$ cat src/design/trs_ram.sv
`timescale 1ns / 1ps

module trs_ram #(
    parameter int WIDTH = 8,
    parameter int DEPTH = 16
) (
    input  logic                     clk,
    input  logic                     we,
    input  logic [$clog2(DEPTH)-1:0] waddr,
    input  logic [WIDTH-1:0]         wdata,
    input  logic                     re,
    input  logic [$clog2(DEPTH)-1:0] raddr,
    output logic [WIDTH-1:0]         rdata
);

    logic [WIDTH-1:0] mem [DEPTH];
    logic [WIDTH-1:0] rdata_reg;

    always_ff @(posedge clk)
    begin
        if (we)
        begin
            mem[waddr] <= wdata;
        end
        if (re)
        begin
            rdata_reg <= mem[raddr];
        end
    end

    assign rdata = rdata_reg;

endmodule

$ cat config.mk
export PLATFORM = sky130hd
export DESIGN_NAME = trs_ram
export DESIGN_NICKNAME = d
export VERILOG_FILES = /design/src/design/trs_ram.sv
export SDC_FILE = /design/constraint.sdc
export NUM_CORES = 1
export LEC_CHECK = 0
export BUFFER_PORTS_ARGS = -buffer_cell sky130_fd_sc_hd__buf_2
export CAP_MARGIN = 20
export CORE_ASPECT_RATIO = 0.5
export CORE_UTILIZATION = 54
export DETAILED_ROUTE_END_ITERATION = 16
export HOLD_SLACK_MARGIN = 0.05
export PLACE_DENSITY = 0.74
export SLEW_MARGIN = 20
export SYNTH_ARGS = -nofsm -noshare
export SYNTH_HDL_FRONTEND = slang
export SYNTH_SLANG_ARGS = --single-unit
$ cat constraint.sdc
create_clock -name clk -period 1.9 [get_ports clk]
set_clock_uncertainty 0.2 [all_clocks]
set_input_delay 0.38 -clock clk [delete_from_list [all_inputs] [get_ports clk]]
set_output_delay 0.38 -clock clk [all_outputs]
set_load 0.02 [all_outputs]
==> flow_metrics.env <==
export IMPL_outcome="finished, final reports clean"
export IMPL_cts_root_buf="clkbuf_16"
export IMPL_nNetsFinal=308
export IMPL_postSynthAreaPerCell_sq_um=22.8
export IMPL_clkSinkCount=136
export IMPL_placeableCoreArea_sq_mm=0.00904
export IMPL_final_common_cell="edfxtp_1"
export IMPL_end_kind="flip-flop"
export IMPL_grt_use_total=0.236
export IMPL_number_of_design_rule_violations_left_after_detail_routing=0
export IMPL_cts_max_path_buffers=2
export IMPL_dr_first_iter_drc_count=254
export IMPL_place_ws_ns=-0.350
export IMPL_power_per_cell_area_mw_per_mm2=1090
export IMPL_die_area_sq_mm=0.0101
export IMPL_synth_warnings=0
export IMPL_post_drt_via_cell_ratio=5.92
export IMPL_commonest_cells_after_routing_fill_and_taps_aside="edfxtp_1 (136), buf_2 (26), buf_4 (20)"
export IMPL_post_cts_setup_buffer_count=0
export IMPL_reg2reg_slack_ns=0.05
export IMPL_yosys_register_bits=136
export IMPL_critical_path_endpoint="rdata[0]"
export IMPL_cp_launch_type="primary input"
export IMPL_gpl_final_weighted_congestion=0.802
export IMPL_die_width_um=141
export IMPL_path_cells="buf_2 -> buf_12 -> mux4_1 -> a22oi_1 -> nand2_1"
export IMPL_mappedNetlistNets=248
export IMPL_place_area_sq_mm=0.00569
export IMPL_worst_relative_slew_slack=0.489
export IMPL_clk_insertion_delay_late_ns=0.42
export IMPL_capture_instance_of_the_worst_register_to_register_path="rdata[3]"
export IMPL_rr_worst_depth=3
export IMPL_area_growth_syn_to_layout_pct=19.6
export IMPL_die_height_um=71.6
export IMPL_critical_path_peak_fanout=18
export IMPL_seq_total_area_yosys=0.781
export IMPL_remaining_antenna_violation_count_after_routing=0
export IMPL_worst_slew_pin_slew_ns=0.765
export IMPL_min_delay_path_class="primary input to flip-flop"
export IMPL_standard_cell_with_the_maximum_stage_delay_on_the_critical_path="mux4_1"
export IMPL_finalWorstSetupSlack_ns=0.0511
export IMPL_largest_net_degree_at_the_start_of_global_routing=20
export IMPL_hpwl_um=6530
export IMPL_whs_ns=0.130
export IMPL_power_leakage_nw=2.12
export IMPL_critical_path_depth=5
export IMPL_cp_data_arrival_time_ns=1.81
export IMPL_cts_tree="built"
export IMPL_grt_first_pass_wirelength_um=16000
export IMPL_drv_max_cap_violation_count=0
export IMPL_setup_worst_path_start="raddr[0]"
export IMPL_final_max_slew_violation_count=0
export IMPL_cts_repair_resize_count=0
export IMPL_initial_utilization=0.578
export IMPL_timing_critical_path_max_delay_family="multiplexers"
export IMPL_grt_antenna_before_repair=0
export IMPL_first_global_vias=2614
export IMPL_std_cell_rows=24
export IMPL_grt_setup_unrepaired="false"
export IMPL_crit_type="primary input to flip-flop"
export IMPL_r2r_start="mem[0][3]"
export IMPL_floorplan_io_pins=27
export IMPL_io_buffers=26
export IMPL_synth_instances=229
export IMPL_htree_num_levels=4
export IMPL_worst_path_largest_cell_delay_ns=0.58
export IMPL_largest_reg_flops=128
export IMPL_finalSetupViolCount=0
export IMPL_total_number_of_vias=2557
export IMPL_cts_made_buffers=17
export IMPL_cp_num_buf_inv=2
export IMPL_average_wire_length_per_cell_after_detail_routing_um=24.0
export IMPL_finalHoldViolCount=0
export IMPL_antenna_cells=0
export IMPL_post_route_min_period_ns=1.85
export IMPL_irDropWorstVdd_mv=0.651
export IMPL_timing_critical_path_required_ns=1.86
export IMPL_post_synth_instance_area_sq_mm=0.00523
export IMPL_layout_cell_area_non_filler_sq_mm=0.00625
export IMPL_post_route_fraction_of_the_period_consumed_by_the_critical_path=0.973
export IMPL_holdBufCountCts=0
export IMPL_final_layout_size_suffix_gt1_frac=0.328
export IMPL_clk_transition_reported_paths_ns=0.06
export IMPL_drt_wl_total_um=10400
export IMPL_distinct_cells_synth=18
export IMPL_overall_overflow_remaining_after_global_route=0
export IMPL_firstDrtPassIters=5
export IMPL_max_clock_freq_ghz=0.541
==> cell usage after synthesis <==
cell type | count | share of area
mux4_1 | 14 | 0.070
a22oi_1 | 16 | 0.023
nor2_1 | 13 | 0.0093
nor3_1 | 4 | 0.0038
nor2b_1 | 1 | 0.0012
nand2b_1 | 2 | 0.0024
buf_2 | 3 | 0.0029
nand2_1 | 9 | 0.0065
clkdlybuf4s25_2 | 3 | 0.0057
nand3b_1 | 2 | 0.0029
buf_6 | 3 | 0.0065
buf_4 | 1 | 0.0014
edfxtp_1 | 136 | 0.78
or3b_2 | 1 | 0.0017
and2_1 | 1 | 0.0012
mux4_2 | 18 | 0.078
and2b_1 | 1 | 0.0014
nand3_1 | 1 | 0.00096
==> logic make-up (layout without fill, tap and decap cells) <==
group / count (synthesis) / count (layout) / synth area share
multiplexers: 32 / 32 / 0.148
buffers and inverters: 10 / 83 / 0.0165
AO/OA/AOI/OAI: 16 / 16 / 0.0230
AND/OR/NAND/NOR: 35 / 35 / 0.0314
flip-flops: 136 / 136 / 0.781
==> worst reg2reg max path: cells and delay by family (launching register included) <==
kind,cells,cell delay (ns)
AOI/OAI and AO/OA,1,0.38
DFF,1,0.40
muxes,1,0.52
and+or+nand+nor,1,0.10
==> worst min path at each step <==
stage,start,end,slack (ns),cells after the start
after floorplan,wdata[0],mem[0][0],0.28,0
after global placement,mem[14][4],rdata[4],0.52,3
after detailed placement,mem[15][5],rdata[5],0.54,3
after CTS,re,rdata[1],0.12,1
after global routing,re,rdata[4],0.12,1
final,re,rdata[4],0.13,1
==> cell type report <==
class / instances / area, sq um
Sequential cell: 136 / 4080
Fill cell: 539 / 2790
Multi-Input combinational cell: 83 / 1060
Clock buffer: 17 / 425
Timing Repair Buffer: 51 / 380
Tap cell: 130 / 163
Clock inverter: 15 / 136
==> power by group <==
group	internal (mW)	switching, mW	leakage [nW]	total, mW
sequential	3.38	0.0195	1.24	3.40
clock	1.90	1.18	0.261	3.08
combinational	0.149	0.203	0.627	0.352
==> layer usage <==
layer,GRT usage,wire length [um],vias to the layer above
li1,-,-,1102
met1,0.339,4560,1303
met2,0.340,4810,130
met3,0.0769,845,22
met4,0.100,162,0
met5,0,0,-
==> metrics by stage <==
step                      std cells  power, mW  setup TNS, ns  utilization
after global placement          400       3.79          -2.08        0.629
after detailed placement        400       3.81          -2.15        0.629
after global routing            432       7.02              0        0.692
final                           432       6.84              0        0.692
after floorplan                 229       3.65              0            -
after CTS                       432       6.88              0        0.692
Note: power is estimated with default switching activity, not from simulation.
