`src/design/trs_pkg.sv`:
```
`timescale 1ns / 1ps

package trs_pkg;

    localparam int CHANNELS    = 4;
    localparam int ROWS        = 64;
    localparam int MAX_RESULTS = 4;

    localparam int CH_W    = (CHANNELS > 1) ? $clog2(CHANNELS) : 1;
    localparam int ROW_W   = $clog2(ROWS);
    localparam int DEPTH   = CHANNELS * ROWS;
    localparam int ADDR_W  = $clog2(DEPTH);
    localparam int CNT_W   = $clog2(CHANNELS + 1);
    localparam int RES_W   = $clog2(MAX_RESULTS + 1);
    localparam int LOOP_W  = ((ROW_W > 7) ? ROW_W : 7) + 2;

    localparam int TIMER_W = 25;
    localparam int LEN_W   = 24;
    localparam int DUR_W   = 8;
    localparam int SMP_W   = 20;
    localparam int PADDR_W = 4;
    localparam int PDATA_W = 32;

    localparam logic [TIMER_W-1:0] ONE_SAMPLE = TIMER_W'(256);
    localparam logic [LEN_W-1:0]   MIN_LEN    = LEN_W'(256);

    typedef enum logic [1:0] {
        CMD_TICK  = 2'd0,
        CMD_WRITE = 2'd1,
        CMD_START = 2'd2,
        CMD_STOP  = 2'd3
    } cmd_t;

    typedef enum logic [1:0] {
        REG_ROW_LENGTH = 2'd0,
        REG_LOOP_START = 2'd1,
        REG_LOOP_COUNT = 2'd2
    } reg_idx_t;

    typedef struct packed {
        logic [15:0]      freq;
        logic [7:0]       vol;
        logic [DUR_W-1:0] att;
        logic [DUR_W-1:0] sus;
        logic [DUR_W-1:0] dec;
    } cell_t;

    localparam int CELL_W = $bits(cell_t);

    typedef struct packed {
        logic [LEN_W-1:0] row_length;
        logic [5:0]       loop_start;
        logic [6:0]       loop_count;
    } cfg_t;

endpackage

```
`src/design/trs_mul.sv`:
```
`timescale 1ns / 1ps

module trs_mul
    import trs_pkg::*;
(
    input  logic             clk,
    input  logic [DUR_W-1:0] dur,
    input  logic [LEN_W-1:0] len,
    output logic [SMP_W-1:0] samples
);

    // Q4.4 rows times Q16.8 samples, back to whole samples: drop 12 bits.
    logic [DUR_W+LEN_W-1:0] prod;
    logic [SMP_W-1:0]       samples_reg;

    assign prod = DUR_W'(dur) * LEN_W'(len);

    always_ff @(posedge clk)
    begin
        samples_reg <= prod[SMP_W+11:12];
    end

    assign samples = samples_reg;

endmodule

```
`config.mk`:
```
export PLATFORM = sky130hd
export DESIGN_NAME = trs_mul
export DESIGN_NICKNAME = d
export VERILOG_FILES = /design/src/design/trs_pkg.sv /design/src/design/trs_mul.sv
export SDC_FILE = /design/constraint.sdc
export NUM_CORES = 1
export LEC_CHECK = 0
export BUFFER_PORTS_ARGS = -buffer_cell sky130_fd_sc_hd__buf_2
export CORE_MARGIN = 2
export CORE_UTILIZATION = 55
export CTS_BUF_LIST = sky130_fd_sc_hd__clkbuf_2 sky130_fd_sc_hd__clkbuf_4 sky130_fd_sc_hd__clkbuf_8
export CTS_CLUSTER_SIZE = 16
export DETAILED_ROUTE_END_ITERATION = 12
export GPL_ROUTABILITY_DRIVEN = 0
export GPL_TIMING_DRIVEN = 0
export PLACE_DENSITY = 0.74
export SYNTH_ARGS = -nofsm -noshare
export SYNTH_HDL_FRONTEND = slang
export SYNTH_SLANG_ARGS = --single-unit
```
`constraint.sdc`:
```
create_clock -name clk -period 7.3 [get_ports clk]
set_input_delay 0 -clock clk [delete_from_list [all_inputs] [get_ports clk]]
set_output_delay 0 -clock clk [all_outputs]
set_load 0.01 [all_outputs]
```
==> results.sh <==
export IMPL_status="complete, no violations"
export IMPL_antennaDiodeCount=0
export IMPL_leakage_uw=0.00347
export IMPL_post_cts_buffers=0
export IMPL_hold_path_class="in2reg"
export IMPL_drt_iter0_markers=261
export IMPL_cts_tree="done"
export IMPL_initial_core_util=0.557
export IMPL_synth_edf_count=0
export IMPL_tns_ns=0
export IMPL_grt_max_degree=13
export IMPL_maxSlewViolCount=0
export IMPL_drive_above_1_share=0.0821
export IMPL_vias=4975
export IMPL_design_area_mm2=0.00680
export IMPL_whs_ns=0.544
export IMPL_critPathKind="in2reg"
export IMPL_antenna_left=0
export IMPL_cp_start_kind="input pin"
export IMPL_cts_root_buf="clkbuf_8"
export IMPL_slowest_stage="fa_1"
export IMPL_synthArstFlopShare=0
export IMPL_syn_nets=914
export IMPL_maxCapViolCount=0
export IMPL_wire_per_inst_um=16.8
export IMPL_peakVddDrop_mv=0.294
export IMPL_fmax_mhz=212
export IMPL_mostFrequentLayoutCells="149 x and2_1, 131 x fa_1, 118 x inv_1"
export IMPL_rsz0062_at_grt="false"
export IMPL_fp_coreArea_mm2=0.0113
export IMPL_path_cells="buf_2, clkbuf_1, and2_1, fa_1, fa_1, fa_1, inv_1, fa_1, inv_1, ha_1, a21oi_1, nor2_1, o21a_1, or2_1, clkbuf_2, or4b_1, o211a_1"
export IMPL_syn2layout_area_growth_pct=7.94
export IMPL_synth_avg_cell_area_um2=8.99
export IMPL_layout_nets=969
export IMPL_cp_data_arrival_time_ns=4.87
export IMPL_cts_sinks=20
export IMPL_synthCells=701
export IMPL_gr_usage_met1=0.323
export IMPL_io_buffer_count=50
export IMPL_drt_total_wl_um=15100
export IMPL_grt_util_all_layers=0.265
export IMPL_max_stage_delay_ns=0.56
export IMPL_post_route_period_util=0.645
export IMPL_powerDensity_mw_per_mm2=344
export IMPL_grt_pass1_wl_um=26100
export IMPL_clock_path_buffers=2
export IMPL_drt_vias_per_instance=5.54
export IMPL_cp_common_cell="fa_1"
export IMPL_dr_pass1_iters=5
export IMPL_path_clk_slew_ns=0.07
export IMPL_overflow=0
export IMPL_cp_required_ns=7.45
export IMPL_synthDistinctLibCells=49
export IMPL_io_pins=53
export IMPL_worst_path_max_fanout=10
export IMPL_die_area_mm2=0.0123
export IMPL_ctsResizeCount=0
export IMPL_holdBufCountCts=0
export IMPL_antenna_found_initial=0
export IMPL_die_h_um=111
export IMPL_largest_reg_flops=20
export IMPL_gr_usage_met2=0.484
export IMPL_grtUsageMet3=0.0208
export IMPL_cts_buffers=3
export IMPL_synth_seq_cells=20
export IMPL_finalSetupViolCount=0
export IMPL_drc=0
export IMPL_htreeDepth=1
export IMPL_syn_area_mm2=0.00630
export IMPL_min_period_ns=4.71
export IMPL_tightest_slew_ns=0.587
export IMPL_cp_end_kind="register"
export IMPL_dp_final_hpwl_um=12900
export IMPL_rows=39
export IMPL_ys_flop_type="dfxtp_1"
export IMPL_hold_viol=0
export IMPL_placed_cell_area_mm2=0.00673
export IMPL_grt_busiest_layer="met2"
export IMPL_final_common_cell="and2_1"
export IMPL_die_x_um=111
export IMPL_ys_warn_count=0
export IMPL_grt_pass1_vias=5591
export IMPL_ys_seq_area_frac=0.0635
export IMPL_slew_headroom=0.605
## cell families (layout without fill, tap and decap cells)
| logic type | count (synthesis) | count (layout) | share of synthesized area |
|---|---|---|---|
| AOI/OAI and AO/OA | 79 | 79 | 0.0828 |
| xor gates and xnor gates | 14 | 14 | 0.0195 |
| adders and majority gates | 180 | 180 | 0.513 |
| buffers and inverters | 141 | 195 | 0.0844 |
| DFF | 20 | 20 | 0.0635 |
| muxes | 1 | 1 | 0.00159 |
| and+or+nand+nor | 266 | 266 | 0.235 |
## metrics by stage
| stage | std cells | util | power, µW | setup WS [ns] |
|---|---|---|---|---|
| global placement | 894 | 0.595 | 2170 | 2.37 |
| CTS | 898 | 0.601 | 2340 | 2.64 |
| detailed placement | 894 | 0.595 | 2220 | 2.34 |
| floorplan | 701 | - | 1720 | 3.18 |
| global route | 898 | 0.601 | 2640 | 2.41 |
| finish | 898 | 0.601 | 2340 | 2.59 |
## cell usage after synthesis, types with 2 or more instances
master,count,area (µm²)
and2_1,149,932
a21o_1,8,60.1
or3_1,3,18.8
a211oi_1,4,30.0
xnor2_1,7,61.3
a21boi_0,2,15.0
a21oi_1,21,105
nand2b_1,3,18.8
xor2_1,7,61.3
nand4_1,6,37.5
a31oi_1,5,31.3
a21oi_2,2,17.5
nand3_1,5,25.0
o31ai_1,3,22.5
o21a_1,4,30.0
and3_1,5,31.3
o211ai_1,3,22.5
a41oi_1,2,17.5
clkbuf_1,21,78.8
nor2b_1,2,12.5
nor2_1,14,52.6
inv_1,118,443
o211a_1,2,20.0
o21ai_0,15,75.1
nor3_1,7,35.0
nand2_1,63,236
dfxtp_1,20,400
fa_1,131,2620
ha_1,49,613
## area by class of cell
| cell class | instances | area [µm²] |
|---|---|---|
| multi-input combinational | 540 | 5370 |
| fill | 1012 | 4520 |
| inverter | 118 | 443 |
| sequential | 20 | 400 |
| timing repair buffer | 50 | 250 |
| tap | 143 | 179 |
| buffer | 23 | 88.8 |
| clock buffer | 3 | 41.3 |
| clock inverter | 1 | 30.0 |
## power breakdown
group          switching [µW]  leakage [µW]  internal, µW
logic                    1200       0.00327           840
registers                11.2      0.000168           187
clock network            36.0     0.0000357          73.2
## per-layer routing
| metal | share of wire | vias to the layer above | routed length (µm) |
|---|---|---|---|
| met5 | 0 | - | 0 |
| met4 | 0.046 | 0 | 697 |
| met3 | 0.045 | 37 | 684 |
| met2 | 0.52 | 168 | 7810 |
| met1 | 0.39 | 2481 | 5900 |
| li1 | - | 2289 | - |
## critical path, delay by kind of cell
kind	cells	cell delay [ns]
adders and majority gates	5	2.31
and+or+nand+nor	4	1.05
buffers and inverters	5	0.89
AOI/OAI and AO/OA	3	0.62
## path summary, 6_finish.rpt
path	from	endpoint	slack, ns	cells after the start
max	dur[4]	samples[13]$_DFF_P_	2.59	17
min	len[0]	samples[1]$_DFF_P_	0.54	6
Power figures use the tool's default switching activity.
