$ cat src/design/trs_pkg.sv
`timescale 1ns / 1ps

package trs_pkg;

    localparam int CHANNELS    = 4;
    localparam int ROWS        = 64;
    localparam int MAX_RESULTS = 4;

    localparam int CH_W    = (CHANNELS > 1) ? $clog2(CHANNELS) : 1;
    localparam int ROW_W   = $clog2(ROWS);
    localparam int DEPTH   = CHANNELS * ROWS;
    localparam int ADDR_W  = $clog2(DEPTH);
    localparam int CNT_W   = $clog2(CHANNELS + 1);
    localparam int RES_W   = $clog2(MAX_RESULTS + 1);
    localparam int LOOP_W  = ((ROW_W > 7) ? ROW_W : 7) + 2;

    localparam int TIMER_W = 25;
    localparam int LEN_W   = 24;
    localparam int DUR_W   = 8;
    localparam int SMP_W   = 20;
    localparam int PADDR_W = 4;
    localparam int PDATA_W = 32;

    localparam logic [TIMER_W-1:0] ONE_SAMPLE = TIMER_W'(256);
    localparam logic [LEN_W-1:0]   MIN_LEN    = LEN_W'(256);

    typedef enum logic [1:0] {
        CMD_TICK  = 2'd0,
        CMD_WRITE = 2'd1,
        CMD_START = 2'd2,
        CMD_STOP  = 2'd3
    } cmd_t;

    typedef enum logic [1:0] {
        REG_ROW_LENGTH = 2'd0,
        REG_LOOP_START = 2'd1,
        REG_LOOP_COUNT = 2'd2
    } reg_idx_t;

    typedef struct packed {
        logic [15:0]      freq;
        logic [7:0]       vol;
        logic [DUR_W-1:0] att;
        logic [DUR_W-1:0] sus;
        logic [DUR_W-1:0] dec;
    } cell_t;

    localparam int CELL_W = $bits(cell_t);

    typedef struct packed {
        logic [LEN_W-1:0] row_length;
        logic [5:0]       loop_start;
        logic [6:0]       loop_count;
    } cfg_t;

endpackage

$ cat src/design/trs_regs.sv
`timescale 1ns / 1ps

module trs_regs
    import trs_pkg::*;
(
    input  logic               clk,
    input  logic               rst_n,
    input  logic               psel,
    input  logic               penable,
    input  logic               pwrite,
    input  logic [PADDR_W-1:0] paddr,
    input  logic [PDATA_W-1:0] pwdata,
    output logic [PDATA_W-1:0] prdata,
    output logic               pready,
    output cfg_t               cfg
);

    cfg_t     cfg_reg;
    reg_idx_t idx;
    logic     wr_en;

    assign idx    = reg_idx_t'(paddr[3:2]);
    assign wr_en  = psel && penable && pwrite;
    assign pready = 1'b1;

    always_ff @(posedge clk or negedge rst_n)
    begin
        if (!rst_n)
        begin
            cfg_reg.row_length <= LEN_W'(11289600);
            cfg_reg.loop_start <= 6'd0;
            cfg_reg.loop_count <= 7'd64;
        end
        else if (wr_en)
        begin
            unique case (idx)
                REG_ROW_LENGTH: cfg_reg.row_length <= pwdata[LEN_W-1:0];
                REG_LOOP_START: cfg_reg.loop_start <= pwdata[5:0];
                REG_LOOP_COUNT: cfg_reg.loop_count <= pwdata[6:0];
                default: ;
            endcase
        end
    end

    always_comb
    begin
        unique case (idx)
            REG_ROW_LENGTH: prdata = PDATA_W'(cfg_reg.row_length);
            REG_LOOP_START: prdata = PDATA_W'(cfg_reg.loop_start);
            REG_LOOP_COUNT: prdata = PDATA_W'(cfg_reg.loop_count);
            default:        prdata = '0;
        endcase
    end

    assign cfg = cfg_reg;

endmodule
$ cat config.mk
export PLATFORM = sky130hd
export DESIGN_NAME = trs_regs
export DESIGN_NICKNAME = d
export VERILOG_FILES = /design/src/design/trs_pkg.sv /design/src/design/trs_regs.sv
export SDC_FILE = /design/constraint.sdc
export NUM_CORES = 1
export LEC_CHECK = 0
export ABC_AREA = 1
export BUFFER_PORTS_ARGS = -buffer_cell sky130_fd_sc_hd__buf_2
export CORE_MARGIN = 5
export CORE_UTILIZATION = 45
export DETAILED_ROUTE_END_ITERATION = 12
export MAX_ROUTING_LAYER = met4
export PLACE_DENSITY = 0.94
export SLEW_MARGIN = 15
export SYNTH_ARGS = -nofsm -noshare
export SYNTH_HDL_FRONTEND = slang
export SYNTH_SLANG_ARGS = --single-unit
$ cat constraint.sdc
create_clock -name clk -period 1.3 [get_ports clk]
set_clock_uncertainty 0.2 [all_clocks]
set_input_delay 0.13 -clock clk [delete_from_list [all_inputs] [get_ports clk]]
set_output_delay 0.13 -clock clk [all_outputs]
set_load 0.02 [all_outputs]
==> impl_metrics.csv <==
group,metric,value,unit
yosys,synth_top_area_frac,0.417,
sta,finalHoldViolCount,0,
placed_design,place_inst,384,
power,ir_drop,848,uV
status,violations,"negative setup slack",
cells_and_area,diodes,0,
floorplanning,core,3940,sq um
clock_tree,htree_levels,2,
sta,drv_slew,0,
grt,grt_start_max_net_pins,38,
detailed_routing,drc_errors,0,
power,p_comb_frac,0.423,
critical_path,crit_path_start_kind,"flop",
clock_tree,path_clk_slew,70,ps
sta,rsz0062_at_grt,"true",
detailed_routing,firstDrtPassIters,4,
sta,hold_ws,95.6,ps
floorplanning,dieArea,5370,sq um
critical_path,crit_start,"cfg[31]",
clock_tree,max-clock-path-buffers,2,
detailed_routing,via_per_inst,4.72,
power,seqPwrFrac,0.385,
yosys,synth_area_leader_cell,"dfrtp_1",
run,maxCapViolCount,0,
cells_and_area,drive_gt1_frac,0.434,
yosys,synth_seq_area_share,0.519,
grt,grt_pass1_vias,1916,
grt,antenna_found_initial,0,
detailed_routing,wl_per_cell,14.0,um
floorplanning,die_x,73.3,um
power,power_density,1350,nW/um^2
power,p_int,2.67,mW
critical_path,r2r-start,"cfg[27]",
placed_design,dp_hpwl,3.68,mm
detailed_routing,final_antenna_net_count,0,
status,outcome,"complete, but fails checks",
cells_and_area,stdcell_count,444,
cells_and_area,fillCellCount,269,
hold_path,worstHoldStart,"paddr[3]",
detailed_routing,wirelength,6.22,mm
sta,finalSetupViolations,19,
clock_tree,clock_latency,280,ps
grt,grt_usage,0.223,
cells_and_area,nNetsFinal,434,
sta,post-route-min-period,1460,ps
detailed_routing,vias,2094,
yosys,synth_edf_count,0,
sta,max_clock_freq,0.684,GHz
floorplanning,io_pins,111,
clock_tree,clockRootBuffer,"clkbuf_8",
hold_path,min_path_type,"input pin to flop",
critical_path,cp.required,970,ps
yosys,syn_avg_cell_area,7.41,sq um
yosys,yosysMostFrequentCell,"nand2_1",
clock_tree,cts_buffers,5,
critical_path,path_max_fanout,3,
clock_tree,cts.sinks,37,
critical_path,worstSetupPathType,"flop to output pin",
yosys,synthArstFlopShare,1.00,
power,swShare,0.363,
sta,fin_crit_sh,1.13,
yosys,synth_area_leaders,"dfrtp_1, nand2_1, dfstp_2",
power,clkPwrFrac,0.191,
clock_tree,cts_tree,"done",
grt,grt_pass1_wl,8.82,mm
yosys,netlist_area,1800,sq um
yosys,synthMuxAreaShare,0,
yosys,yosys.area_share.simple,0.373,
power,p_leak,1.79,nW
floorplanning,die_y,73.3,um
yosys,synth_top_family_by_area,"simple AND/OR/NAND/NOR gates",
cells_and_area,area_growth,72.8,%
yosys,yosysWarnings,0,
yosys,ys.flop_type,"dfrtp_1",
power,power_switching,1.52,mW
detailed_routing,first_iter_violations,136,
critical_path,critical_path_arrival,1130,ps
grt,overflow,0,
yosys,synth_seq_cells,37,
yosys,synth_compound_area_frac,0,
yosys,synth.distinct_cells,15,
yosys,synthAdderAreaFrac,0,
yosys,synth_commonest_cells,"nand2_1, dfrtp_1, inv_1",
floorplanning,start_util,0.457,
placed_design,gp_congestion,0.850,
yosys,syn_inst,243,
cells_and_area,final_core_util,0.790,
floorplanning,fp-row-count,23,
yosys,synthXorXnorAreaFrac,0,
sta,worst_slack,-163,ps
sta,tns,-1180,ps
critical_path,endpoint_kind,"output pin",
placed_design,numPortBuffers,91,
cells_and_area,largest_register_ffs,37,
-- what timing repair did --
| action | in CTS | in global routing |
|---|---|---|
| endpoints found under the setup margin | 23 | 33 |
| pin swaps | 13 | 22 |
| resized for setup | 37 | 51 |
| setup buffers | 14 | 13 |
| hold endpoints to repair | 74 | 0 |
| hold buffers | 25 | 0 |
-- cells in the final DEF, fill, tap and decap left out --
| cell | netlist | layout |
|---|---|---|
| buf_6 | 2 | 26 |
| nand3_2 | 0 | 5 |
| nand2_1 | 136 | 131 |
| nor2_2 | 2 | 6 |
| nor2_4 | 2 | 4 |
| nand2_2 | 2 | 7 |
| buf_12 | 0 | 2 |
| clkbuf_8 | 0 | 6 |
| dlygate4sd3_1 | 0 | 25 |
| conb_1 | 2 | 9 |
| dfrtp_1 | 30 | 30 |
| buf_4 | 9 | 43 |
| nand2_4 | 1 | 1 |
| buf_2 | 3 | 54 |
| dfstp_2 | 7 | 7 |
| clkbuf_1 | 0 | 2 |
| inv_1 | 19 | 12 |
| nand3_1 | 7 | 2 |
| nor2_1 | 18 | 12 |
| inv_2 | 3 | 10 |
-- power by group through the flow --
stage / logic, mW / clock network (mW) / registers (mW)
6_report: 1.77 / 0.802 / 1.62
5_1_grt: 1.90 / 0.859 / 1.64
4_1_cts: 1.48 / 0.819 / 1.60
3_5_place_dp: 1.19 / 0 / 1.62
3_3_place_gp: 1.15 / 0 / 1.61
2_1_floorplan: 0.435 / 0 / 1.90
-- metrics by stage --
stage	area (sq um)	total power, mW	setup slack [ps]
2_1_floorplan	1830	2.34	45.1
3_3_place_gp	2320	2.76	50.7
3_5_place_dp	2320	2.81	-6.26
4_1_cts	2860	3.90	-123
5_1_grt	3110	4.39	-188
6_report	3110	4.19	-163
-- cells by family after synthesis --
family                 after synthesis
other                                2
and+or+nand+nor                    168
buffers and inverters               36
DFF                                 37
-- layer usage --
| metal | share of wire | track usage |
|---|---|---|
| met5 | 0 | - |
| met4 | 0.0097 | 0.0553 |
| met3 | 0.070 | 0.0465 |
| met2 | 0.57 | 0.412 |
| met1 | 0.35 | 0.242 |
-- final timing paths --
check                      cells after the start  slack [ps]         end
max                                            3        -160  prdata[18]
min                                            5         100      cfg[6]
max reg2reg                                    4         190     cfg[27]
min reg2reg                                    2         280     cfg[31]
max in group asynchronous                      3         500     cfg[32]
min in group asynchronous                      3         150      cfg[4]
-- worst max-delay path: stages, from the launching register on --
cell	delay [ps]
dfstp_2	540
inv_1	50
nor2_1	110
buf_4	160
-- layout make-up --
cell class / instances / area [sq um] / share of cell area
repair buffers: 150 / 1180 / 0.378
flip-flops and latches: 37 / 935 / 0.300
multi-input cells: 177 / 768 / 0.247
clock buffers: 8 / 90.1 / 0.0289
inverters: 22 / 82.6 / 0.0265
well taps: 50 / 62.6 / 0.0201
(Power assumes the default switching activity.)
